**src/design/compacting_value_list_macros.svh**
```systemverilog
// Assertion macros for the compacting value list.
`ifndef COMPACTING_VALUE_LIST_MACROS_SVH
`define COMPACTING_VALUE_LIST_MACROS_SVH

`ifndef SYNTH

// Same-cycle implication, checked on every rising edge out of reset.
`define CVL_ASSERT(label, ante, cons) \
  label: assert property (@(posedge clk_i) disable iff (!rst_ni) (ante) |-> (cons)) \
    else $error("compacting_value_list: check failed");

// Next-cycle implication.
`define CVL_ASSERT_NEXT(label, ante, cons) \
  label: assert property (@(posedge clk_i) disable iff (!rst_ni) (ante) |=> (cons)) \
    else $error("compacting_value_list: check failed");

`else

`define CVL_ASSERT(label, ante, cons)
`define CVL_ASSERT_NEXT(label, ante, cons)

`endif

`endif

```
**src/design/cvl_pkg.sv**
```systemverilog
// Shared codes and types of the compacting value list.
package cvl_pkg;

  localparam int unsigned ValW   = 32;
  localparam int unsigned PosW   = 6;
  localparam int unsigned TotalW = 7;

  localparam logic [1:0] OP_APPEND       = 2'd0;
  localparam logic [1:0] OP_SEARCH       = 2'd1;
  localparam logic [1:0] OP_REMOVE_FIRST = 2'd2;
  localparam logic [1:0] OP_REMOVE_ALL   = 2'd3;

  localparam logic [1:0] ST_DONE      = 2'd0;
  localparam logic [1:0] ST_FULL      = 2'd1;
  localparam logic [1:0] ST_NOT_FOUND = 2'd2;

  // Control broadcast to every cell of the chain.
  typedef struct packed {
    logic shift;  // every cell takes the word of its right neighbor (the last cell keeps its own), unless written
    logic write;  // the cell at the tail index takes the write word
  } cell_ctrl_t;

endpackage

```
**src/design/cvl_cell.sv**
```systemverilog
// One list cell: holds one entry and passes it toward the head.
module cvl_cell #(
  parameter int unsigned IDX = 0,
  parameter int unsigned IW  = 6
) (
  input  logic                              clk_i,
  input  cvl_pkg::cell_ctrl_t               ctrl_i,
  input  logic [IW-1:0]                     tail_i,
  input  logic signed [cvl_pkg::ValW-1:0]   wr_data_i,
  input  logic signed [cvl_pkg::ValW-1:0]   right_i,
  output logic signed [cvl_pkg::ValW-1:0]   data_o
);

  logic signed [cvl_pkg::ValW-1:0] data_q, data_d;
  logic                            hit;

  assign hit = ctrl_i.write && (tail_i == IW'(IDX));

  always_comb begin
    if (hit) begin
      data_d = wr_data_i;
    end else if (ctrl_i.shift) begin
      data_d = right_i;
    end else begin
      data_d = data_q;
    end
  end

  always_ff @(posedge clk_i) begin
    data_q <= data_d;
  end

  assign data_o = data_q;

endmodule

```
**src/design/compacting_value_list.sv**
```systemverilog
// Append registers its result in the cycle after accept; search and both removes
// sweep the n entries present at accept, then register the result; the list rotates through
// the head cell one entry per cycle and kept entries go back to the tail in order.
// One request is handled at a time; the input stalls while a sweep runs or while a
// finished result waits under a stall.
// Reset clears the entry count, control state and output valid; cells stay undefined.
`include "compacting_value_list_macros.svh"

module compacting_value_list #(
  parameter int unsigned CAPACITY = 64
) (
  input  logic                              clk_i,
  input  logic                              rst_ni,
  input  logic                              in_valid_i,
  output logic                              in_stall_o,
  input  logic [1:0]                        operation_i,
  input  logic signed [cvl_pkg::ValW-1:0]   value_i,
  output logic                              out_valid_o,
  input  logic                              out_stall_i,
  output logic [1:0]                        status_o,
  output logic [cvl_pkg::PosW-1:0]          position_o,
  output logic [cvl_pkg::TotalW-1:0]        removed_count_o,
  output logic [cvl_pkg::TotalW-1:0]        entry_total_o,
  output logic                              is_full_o,
  output logic                              is_empty_o
);

  localparam int unsigned IW = $clog2(CAPACITY);
  localparam int unsigned CW = $clog2(CAPACITY + 1);

  localparam logic ST_IDLE  = 1'b0;
  localparam logic ST_SWEEP = 1'b1;

  logic state_q, state_d;
  logic [CW-1:0] count_q, count_d;
  logic [CW-1:0] n_q, n_d;
  logic [CW-1:0] k_q, k_d;
  logic [CW-1:0] removed_q, removed_d;
  logic [CW-1:0] pos_q, pos_d;
  logic          found_q, found_d;
  logic [1:0]    op_q, op_d;
  logic signed [cvl_pkg::ValW-1:0] val_q, val_d;

  logic                              out_valid_q;
  logic [1:0]                        status_q, status_d;
  logic [cvl_pkg::PosW-1:0]          opos_q, opos_d;
  logic [cvl_pkg::TotalW-1:0]        orem_q, orem_d;
  logic [cvl_pkg::TotalW-1:0]        otot_q, otot_d;
  logic                              ofull_q, ofull_d;
  logic                              oempty_q, oempty_d;

  logic                 accept;
  logic                 emit;
  logic                 head_match;
  logic                 drop;
  logic [CW-1:0]        count_m1;
  logic [IW-1:0]        tail;
  logic signed [cvl_pkg::ValW-1:0] wr_data;
  cvl_pkg::cell_ctrl_t  ctrl;
  logic [1:0]           res_status;
  logic [CW-1:0]        res_pos;
  logic [CW-1:0]        res_removed;
  logic [CW+cvl_pkg::TotalW-1:0] tot_ext, rem_ext;
  logic [CW+cvl_pkg::PosW-1:0]   pos_ext;

  logic signed [cvl_pkg::ValW-1:0] cell_data [CAPACITY];

  // Row of cells: each hands its entry to the left neighbor on a shift.
  for (genvar g = 0; g < CAPACITY; g++) begin : g_cell
    logic signed [cvl_pkg::ValW-1:0] right;
    if (g == CAPACITY - 1) begin : g_last
      assign right = cell_data[g];
    end else begin : g_mid
      assign right = cell_data[g+1];
    end
    cvl_cell #(
      .IDX(g),
      .IW (IW)
    ) u_cell (
      .clk_i    (clk_i),
      .ctrl_i   (ctrl),
      .tail_i   (tail),
      .wr_data_i(wr_data),
      .right_i  (right),
      .data_o   (cell_data[g])
    );
  end

  assign in_stall_o = (state_q != ST_IDLE) || (out_valid_q && out_stall_i);
  assign accept     = in_valid_i && !in_stall_o;
  assign count_m1   = count_q - CW'(1);
  assign head_match = (cell_data[0] == val_q);

  always_comb begin
    state_d     = state_q;
    count_d     = count_q;
    n_d         = n_q;
    k_d         = k_q;
    removed_d   = removed_q;
    pos_d       = pos_q;
    found_d     = found_q;
    op_d        = op_q;
    val_d       = val_q;
    ctrl        = '0;
    tail        = count_q[IW-1:0];
    wr_data     = value_i;
    drop        = 1'b0;
    emit        = 1'b0;
    res_status  = cvl_pkg::ST_DONE;
    res_pos     = '0;
    res_removed = '0;

    unique case (state_q)
      ST_IDLE: begin
        if (accept) begin
          if (operation_i == cvl_pkg::OP_APPEND) begin
            emit = 1'b1;
            if (count_q >= CW'(CAPACITY)) begin
              res_status = cvl_pkg::ST_FULL;
            end else begin
              ctrl.write = 1'b1;
              res_pos    = count_q;
              count_d    = count_q + CW'(1);
            end
          end else begin
            op_d      = operation_i;
            val_d     = value_i;
            n_d       = count_q;
            k_d       = '0;
            removed_d = '0;
            pos_d     = '0;
            found_d   = 1'b0;
            state_d   = ST_SWEEP;
          end
        end
      end
      ST_SWEEP: begin
        if (k_q == n_q) begin
          emit    = 1'b1;
          state_d = ST_IDLE;
          if (op_q == cvl_pkg::OP_SEARCH) begin
            res_status = found_q ? cvl_pkg::ST_DONE : cvl_pkg::ST_NOT_FOUND;
            res_pos    = found_q ? pos_q : '0;
          end else begin
            res_status  = (removed_q != '0) ? cvl_pkg::ST_DONE : cvl_pkg::ST_NOT_FOUND;
            res_removed = removed_q;
          end
        end else begin
          // Pop the head; requeue it at the tail unless it is dropped.
          drop = head_match &&
                 ((op_q == cvl_pkg::OP_REMOVE_ALL) ||
                  ((op_q == cvl_pkg::OP_REMOVE_FIRST) && (removed_q == '0)));
          ctrl.shift = 1'b1;
          ctrl.write = !drop;
          tail       = count_m1[IW-1:0];
          wr_data    = cell_data[0];
          if (drop) begin
            count_d   = count_m1;
            removed_d = removed_q + CW'(1);
          end
          if ((op_q == cvl_pkg::OP_SEARCH) && head_match && !found_q) begin
            found_d = 1'b1;
            pos_d   = k_q;
          end
          k_d = k_q + CW'(1);
        end
      end
      default: state_d = ST_IDLE;
    endcase
  end

  assign tot_ext = {{cvl_pkg::TotalW{1'b0}}, count_d};
  assign rem_ext = {{cvl_pkg::TotalW{1'b0}}, res_removed};
  assign pos_ext = {{cvl_pkg::PosW{1'b0}}, res_pos};

  always_comb begin
    status_d = status_q;
    opos_d   = opos_q;
    orem_d   = orem_q;
    otot_d   = otot_q;
    ofull_d  = ofull_q;
    oempty_d = oempty_q;
    if (emit) begin
      status_d = res_status;
      opos_d   = pos_ext[cvl_pkg::PosW-1:0];
      orem_d   = rem_ext[cvl_pkg::TotalW-1:0];
      otot_d   = tot_ext[cvl_pkg::TotalW-1:0];
      ofull_d  = (count_d == CW'(CAPACITY));
      oempty_d = (count_d == '0);
    end
  end

  always_ff @(posedge clk_i or negedge rst_ni) begin
    if (!rst_ni) begin
      state_q     <= ST_IDLE;
      count_q     <= '0;
      out_valid_q <= 1'b0;
    end else begin
      state_q <= state_d;
      count_q <= count_d;
      if (emit) begin
        out_valid_q <= 1'b1;
      end else if (!out_stall_i) begin
        out_valid_q <= 1'b0;
      end
    end
  end

  always_ff @(posedge clk_i) begin
    n_q       <= n_d;
    k_q       <= k_d;
    removed_q <= removed_d;
    pos_q     <= pos_d;
    found_q   <= found_d;
    op_q      <= op_d;
    val_q     <= val_d;
    status_q  <= status_d;
    opos_q    <= opos_d;
    orem_q    <= orem_d;
    otot_q    <= otot_d;
    ofull_q   <= ofull_d;
    oempty_q  <= oempty_d;
  end

  assign out_valid_o     = out_valid_q;
  assign status_o        = status_q;
  assign position_o      = opos_q;
  assign removed_count_o = orem_q;
  assign entry_total_o   = otot_q;
  assign is_full_o       = ofull_q;
  assign is_empty_o      = oempty_q;

  `CVL_ASSERT(a_count_range, 1'b1, count_q <= CW'(CAPACITY))
  `CVL_ASSERT(a_sweep_out_free, state_q == ST_SWEEP, !out_valid_q)
  `CVL_ASSERT(a_sweep_shrinks, state_q == ST_SWEEP, count_q <= n_q && k_q <= n_q)
  `CVL_ASSERT_NEXT(a_accept_progress, accept, out_valid_q || state_q == ST_SWEEP)

endmodule
```
**config.mk**
```make
export PLATFORM = sky130hd
export DESIGN_NAME = compacting_value_list
export DESIGN_NICKNAME = d
export VERILOG_FILES = /design/src/design/cvl_pkg.sv /design/src/design/cvl_cell.sv /design/src/design/compacting_value_list.sv
export VERILOG_INCLUDE_DIRS = /design/src /design/src/design
export SDC_FILE = /design/constraint.sdc
export NUM_CORES = 2
export LEC_CHECK = 0
export BUFFER_PORTS_ARGS = -buffer_cell sky130_fd_sc_hd__clkbuf_2
export CORE_MARGIN = 4
export CORE_UTILIZATION = 35
export DETAILED_ROUTE_END_ITERATION = 10
export PLACE_DENSITY_LB_ADDON = 0.25
export SETUP_SLACK_MARGIN = 0.15
export SLEW_MARGIN = 0
export SYNTH_ARGS = -nofsm -noshare
export SYNTH_HDL_FRONTEND = slang
export SYNTH_SLANG_ARGS = --single-unit
```
**constraint.sdc**
```tcl
create_clock -name clk_i -period 3.55 [get_ports clk_i]
set_input_delay 0.8875 -clock clk_i [delete_from_list [all_inputs] [get_ports clk_i]]
set_output_delay 0.8875 -clock clk_i [all_outputs]
set_load 0.01 [all_outputs]
```
# --- Word level (Yosys, flattened, before mapping) ---
# Cells that the tools add are included.
totals:
  out_inout_bits: 26
  in_bits: 38
  wordCells: 493
  regBits: 2143
op_classes:
  n_eq_ne: 75
  n_reduce_logical: 148
  n_lt_le_gt_ge: 1
  add_sub_neg: 4
  bitwise: 3
  muxes: 182
op_table:
  columns: ["cell", "n"]
  rows:
  - ["32-bit two-way mux", 128]
  - ["6-bit equality test, second input constant", 32]
  - ["2-bit nonzero test", 63]
  - ["6-bit by 5-bit equality test with 1-bit output, second input constant", 16]
  - ["1-bit logical AND", 70]
  - ["7-bit two-way mux", 10]
  - ["6-bit two-way mux", 10]
  - ["6-bit by 4-bit equality test with 1-bit output, second input constant", 8]
  - ["7-bit one-hot mux with 2 select lines", 3]
  - ["32-bit equality test", 1]
  - ["6-bit by 3-bit equality test with 1-bit output, second input constant", 4]
  - ["6-bit one-hot mux with 2 select lines", 2]
  - ["7-bit by 1-bit adder with 7-bit output, second input constant", 3]
  - ["1-bit two-way mux", 19]
  - ["7-bit zero test", 2]
  - ["6-bit by 2-bit equality test with 1-bit output, second input constant", 2]
  - ["2-bit two-way mux", 5]
  - ["1-bit one-hot mux with 2 select lines", 4]
  - ["4-bit AND reduction", 2]
  - ["7-bit equality test", 1]
  - ["7-bit equality test, second input constant", 1]
  - ["7-bit >= comparator, second input constant", 1]
  - ["7-bit nonzero test", 1]
  - ["7-bit by 1-bit subtractor with 7-bit output, second input constant", 1]
  - ["13 further kinds", 24]

# --- Longest topological paths before layout ---
logic_depth:
  word_depth: 9
  ltp_mapped: 12
  depth_no_buf: 9

# --- By module ---
# From an unflattened synthesis, not the netlist that was laid out.
unflattened:
  cells_unflattened: 4957
  hier_area_um2: 100282.4
by_module_without_submodules:
  columns: ["mod", "cells_per_inst", "n_inst", "area_each_um2"]
  rows:
  - ["cvl_cell (g_cell[16].u_cell ...)", 70, 14, 1506.4]
  - ["cvl_cell (g_cell[17].u_cell ...)", 70, 8, 1517.7]
  - ["cvl_cell (g_cell[23].u_cell ...)", 71, 8, 1405.1]
  - ["cvl_cell (g_cell[48].u_cell ...)", 70, 5, 1503.9]
  - ["cvl_cell (g_cell[55].u_cell ...)", 71, 4, 1557.7]
  - ["cvl_cell (g_cell[1].u_cell ...)", 71, 4, 1515.2]
  - ["cvl_cell (g_cell[49].u_cell ...)", 70, 4, 1515.2]
  - ["cvl_cell (g_cell[10].u_cell ...)", 71, 4, 1503.9]
  - ["cvl_cell (g_cell[11].u_cell ...)", 71, 4, 1501.4]
  - ["compacting_value_list", 443, 1, 4832.1]
  - ["cvl_cell (g_cell[12].u_cell ...)", 71, 2, 1507.7]
  - ["cvl_cell (g_cell[51].u_cell ...)", 72, 2, 1501.4]
  - ["cvl_cell (g_cell[31].u_cell ...)", 71, 2, 1393.8]
  - ["cvl_cell (g_cell[0].u_cell)", 71, 1, 1496.4]
  - ["2 more rows", null, null, null]

# --- Least setup slack after synthesis ---
# Ideal clock, no wire load.
synth_path:
  path_kind: "reg2reg"
  start: "register count_q[0]"
  end: "register g_cell[35].u_cell.data_q, in the netlist g_cell[35].u_cell.data_o[0], enable pin"
  slack_ns: -0.048
  t_arrival_ns: 3.208
  required_time_ns: 3.161
  path_buffers: 2
  stages_incl_launch_ff: 12
  period_less_slack_ns: 3.598
  path_cell_list: "dfrtp_1 -> buf_2 -> clkinv_1 -> ha_1 -> nor2_1 -> and3_1 -> a31oi_1 -> o2bb2ai_1 -> nor2b_1 -> nand3_1 -> buf_2 -> nand2_1"
synth_between:
  elab_chain_cells: 7
  elab_cells_between_ends: 11
synth_rtl:
  columns: ["item", "line", "text"]
  rows:
  - ["from (decl)", "compacting_value_list.sv:35", "logic [CW-1:0] count_q, count_d;"]
  - ["from (signal assigned)", "compacting_value_list.sv:200", "count_q <= count_d;"]
  - ["7-bit >= comparator", "compacting_value_list.sv:118", "if (count_q >= CW'(CAPACITY)) begin"]
  - ["1-bit two-way mux", "compacting_value_list.sv:118", null]
  - ["1-bit two-way mux", "compacting_value_list.sv:116", "if (operation_i == cvl_pkg::OP_APPEND) begin"]
  - ["1-bit two-way mux", "compacting_value_list.sv:115", "if (accept) begin"]
  - ["1-bit one-hot mux with 2 select lines", "compacting_value_list.sv:113", "unique case (state_q)"]
  - ["1-bit logical AND *", "cvl_cell.sv:17", "assign hit = ctrl_i.write && (tail_i == IW'(IDX));"]
  - ["2-bit nonzero test (no line) *", null, null]
  - ["to (signal assigned)", "cvl_cell.sv:30", "data_q <= data_d;"]
  - ["to (decl)", "cvl_cell.sv:14", "logic signed [cvl_pkg::ValW-1:0] data_q, data_d;"]
# Mark *: on every way between the ends. The rest lies on a longest branch, timed or not.
# A chain may end at the register's enable or synchronous reset.

# --- Worst setup path after layout ---
layout_path:
  start: "register k_q[2]"
  end: "register g_cell[25].u_cell.data_q, in the netlist g_cell[25].u_cell.data_o[12], enable pin"
layout_between:
  elab_chain_cells: 6
  elab_cells_between_ends: 9
layout_rtl:
  columns: ["item", "line", "text"]
  rows:
  - ["from (decl)", "compacting_value_list.sv:37", "logic [CW-1:0] k_q, k_d;"]
  - ["from (signal assigned)", "compacting_value_list.sv:211", "k_q <= k_d;"]
  - ["7-bit equality test *", "compacting_value_list.sv:138", "if (k_q == n_q) begin"]
  - ["6-bit two-way mux", "compacting_value_list.sv:138", null]
  - ["6-bit two-way mux", "compacting_value_list.sv:113", null]
  - ["6-bit by 5-bit equality test with 1-bit output", "cvl_cell.sv:17", null]
  - ["1-bit logical AND", "cvl_cell.sv:17", null]
  - ["2-bit nonzero test (no line) *", null, null]
  - ["to (signal assigned)", "cvl_cell.sv:30", null]
  - ["to (decl)", "cvl_cell.sv:14", null]
# Marks and branches as above.

==> flow_metrics.env <==
export IMPL_cp_required_ns=4.07
export IMPL_grt_setup_unrepaired="true"
export IMPL_hold_violations=0
export IMPL_ys_ff_latch=2143
export IMPL_final_cell_mix="edfxtp_1, mux2_2, buf_4"
export IMPL_place_area_um2=101000
export IMPL_pin_count=64
export IMPL_hold_worst_slack_ns=0.205
export IMPL_grt_max_degree=57
export IMPL_antenna_found_initial=20
export IMPL_place_congestion=0.786
export IMPL_drive_gt1_share_pct=51.7
export IMPL_syn_num_nets=5127
export IMPL_leakagePower_nw=38.0
export IMPL_cts_sinks=2143
export IMPL_clkTransAtPathRegs_ns=0.06
export IMPL_final_cells=9178
export IMPL_dieWidth_um=523
export IMPL_layout_area_overhead_vs_synth_pct=18.1
export IMPL_gr_total_overflow=0
export IMPL_num_fill_cells=23200
export IMPL_synth_cells=5083
export IMPL_peakVddDrop_uv=1360
export IMPL_grt_pass1_vias=48100
export IMPL_crit_arrival_ns=3.87
export IMPL_min_path_cells=1
export IMPL_status="completed"
export IMPL_post_route_period_util_pct=94.6
export IMPL_root_buffer="clkbuf_16"
export IMPL_avgRoutedWirePerCell_um=23.0
export IMPL_clk_path_buf_depth=3
export IMPL_r2r_start="k_q[2]$_SDFFCE_PN0P_"
export IMPL_dr_pass1_iters=5
export IMPL_min_path_type="input pin to flop"
export IMPL_port_buffers=63
export IMPL_critPathKind="flop to flop"
export IMPL_finalSetupViolations=0
export IMPL_place_hpwl_um=135000
export IMPL_fmax_ghz=0.298
export IMPL_clock_skew_ns=0.0906
export IMPL_core_um2=263000
export IMPL_seq_area_frac_synth_pct=69.3
export IMPL_numCtsBuffers=224
export IMPL_hold_path_end="val_q[4]$_DFFE_PP_"
export IMPL_vias_per_cell=4.97
export IMPL_startpoint_type="flop"
export IMPL_setup_worst_path_end_class="flop"
export IMPL_period_minus_slack_ns=3.36
export IMPL_final_util_pct=41.6
export IMPL_drt_wl_total_um=211000
export IMPL_maxCapViolCount=0
export IMPL_p_per_area_nw_per_um2=1030
export IMPL_num_rows=188
export IMPL_total_power_mw=113
export IMPL_min_from="value_i[4]"
export IMPL_die_y_um=523
export IMPL_worst_slew_pin_slew_ns=1.21
export IMPL_drt_iter0_markers=3432
export IMPL_slew_limit_headroom_pct=19.7
export IMPL_vias=45600
export IMPL_die_area_um2=274000
export IMPL_rr_endpoint="g_cell[25].u_cell.data_o[12]$_DFFE_PP_"
export IMPL_synth_distinct_cells=65
export IMPL_yosysWarnings=0
export IMPL_synth_edf_count=2134
export IMPL_netlist_area_um2=92800
export IMPL_num_nets_final=5510
export IMPL_synth_async_reset_ratio_pct=0.420
export IMPL_reg2reg_slack_ns=0.19
export IMPL_grt_pass1_wl_um=316000
export IMPL_drc=0
export IMPL_reg2regPathDepth=13
export IMPL_synth_ff_type="edfxtp_1"
export IMPL_floorplan_initialDensity_pct=35.3
export IMPL_final_cell_area_um2=110000
export IMPL_cts_tree="built"
export IMPL_dp_cells=8639
export IMPL_final_max_slew_viol_count=0
export IMPL_crit_fanout=16
export IMPL_final_common_cell="edfxtp_1"
export IMPL_syn_area_per_cell_um2=18.3
export IMPL_grt_use_total_pct=15.1
export IMPL_htree_levels=4
export IMPL_clock_latency_ns=0.88
export IMPL_ant_nets=0
layout make-up:
cell class	count	area, µm²	share of cell area, %
inverter	15	56.3	0.0514
clock inverter	147	1370	1.25
multi-input combinational	2523	26900	24.6
tap	3515	4400	4.01
antenna	5	12.5	0.0114
sequential	2143	64300	58.7
timing repair buffer	559	6750	6.16
clock buffer	271	5780	5.28
critical path: stages, from the launching register on:
cell and delay (ns):
edfxtp_1 0.40, xnor2_1 0.19, nand4_1 0.17, buf_4 0.20
o211ai_1 0.32, buf_4 0.18, mux2i_1 0.19, buf_4 0.17
nand2_2 0.07, buf_12 0.15, buf_4 0.14, nor3_4 0.20
buf_12 0.17, or2_2 0.43
flip-flops by register name, summed over array words and instances (netlist names), 2 cells and up:
name and count:
g_cell.u_cell.data_o 2048, val_q 32, count_q 7, entry_total_o 7, k_q 7, n_q 7, removed_count_o 7, removed_q 7
pos_q 6, position_o 6, op_q 2, status_o 2
power breakdown:
part	switching (mW)	internal (mW)	total, mW
clock network	9.98	12.7	22.7
registers	3.82	47.3	51.2
logic	23.3	16.0	39.3
total	37.1	76.1	113
cell usage after synthesis, types with 2 or more instances:
cell type     n  area (µm²)
edfxtp_1   2134       64100
mux2_2     1853       20900
clkbuf_1    204         766
mux2_1      166        1870
nand2_1     130         488
buf_2       103         515
buf_4        71         533
or2_2        57         357
buf_6        45         507
nor3_4       39         634
xor2_1       36         315
nor2_1       26        97.6
and2_1       17         106
nand3_1      17        85.1
xnor2_1      16         140
inv_1        14        52.6
and3_1       13        81.3
nor3_2       13         130
nor4_1       12        75.1
dfrtp_1       9         225
nand2b_1      7        43.8
o2111ai_1     7        61.3
ha_1          6        75.1
o21ai_0       6        30.0
a21oi_1       5        25.0
a22o_1        5        43.8
mux2i_1       5        50.1
nand4_1       5        31.3
a21o_1        4        30.0
and4_1        4        35.0
nor2b_1       4        25.0
o211ai_1      4        30.0
or3_1         4        25.0
a21oi_2       3        26.3
buf_8         3        45.0
a31oi_1       2        12.5
buf_1         2        7.51
o221ai_1      2        17.5
o31ai_1       2        15.0
o31ai_4       2        42.5
or4_1         2        15.0
metal layers:
layer	global-route usage (%)	vias to the layer above	wire length, µm
li1	-	20500	-
met1	20.8	24100	94800
met2	25.2	852	103000
met3	2.31	267	9400
met4	3.76	0	4410
met5	0	-	0
what timing repair did:
| action | 4_1_cts | 5_1_grt |
|---|---|---|
| setup buffers | 44 | 42 |
| pin swaps | 21 | 24 |
| hold endpoints to repair | 9 | 0 |
| hold buffers | 1 | 0 |
| gates cloned | 15 | 14 |
| setup endpoints to repair | 3766 | 1624 |
| resized for setup | 21 | 39 |
how the worst max path moves through the flow:
| stage | startpoint | endpoint | slack [ns] | cells after the start |
|---|---|---|---|---|
| 6_report | k_q[2]$_SDFFCE_PN0P_ | g_cell[25].u_cell.data_o[12]$_DFFE_PP_ | 0.19 | 13 |
| 5_1_grt | k_q[3]$_SDFFCE_PN0P_ | g_cell[25].u_cell.data_o[25]$_DFFE_PP_ | 0.07 | 13 |
| 4_1_cts | k_q[1]$_SDFFCE_PN0P_ | g_cell[25].u_cell.data_o[23]$_DFFE_PP_ | 0.02 | 12 |
| 3_5_place_dp | g_cell[0].u_cell.data_o[27]$_DFFE_PP_ | g_cell[60].u_cell.data_o[23]$_DFFE_PP_ | -0.28 | 10 |
| 3_3_place_gp | k_q[0]$_SDFFCE_PN0P_ | g_cell[60].u_cell.data_o[27]$_DFFE_PP_ | -0.33 | 9 |
| 2_1_floorplan | count_q[0]$_DFF_PN0_ | g_cell[24].u_cell.data_o[0]$_DFFE_PP_ | 0.14 | 10 |
logic make-up (layout without fill, tap and decap cells):
kind of cell	after synthesis	count (layout)	share of synthesized area, %
flops	2143	2143	69.3
mux	2024	2024	24.5
buf+inv	443	992	2.62
simple gates	360	386	2.50
compound gates	55	55	0.497
xor+xnor	52	52	0.491
fa+ha+maj	6	6	0.0809
other cells	0	5	0
per-stage QoR:
| stage | setup WS (ns) | TNS, ns |
|---|---|---|
| 2_1_floorplan | 0.141 | 0 |
| 3_3_place_gp | -0.331 | -121.23 |
| 3_5_place_dp | -0.282 | -79.52 |
| 4_1_cts | 0.0205 | 0 |
| 5_1_grt | 0.0740 | 0 |
| 6_report | 0.193 | 0 |
No activity file was read; power rests on OpenSTA's default activity.
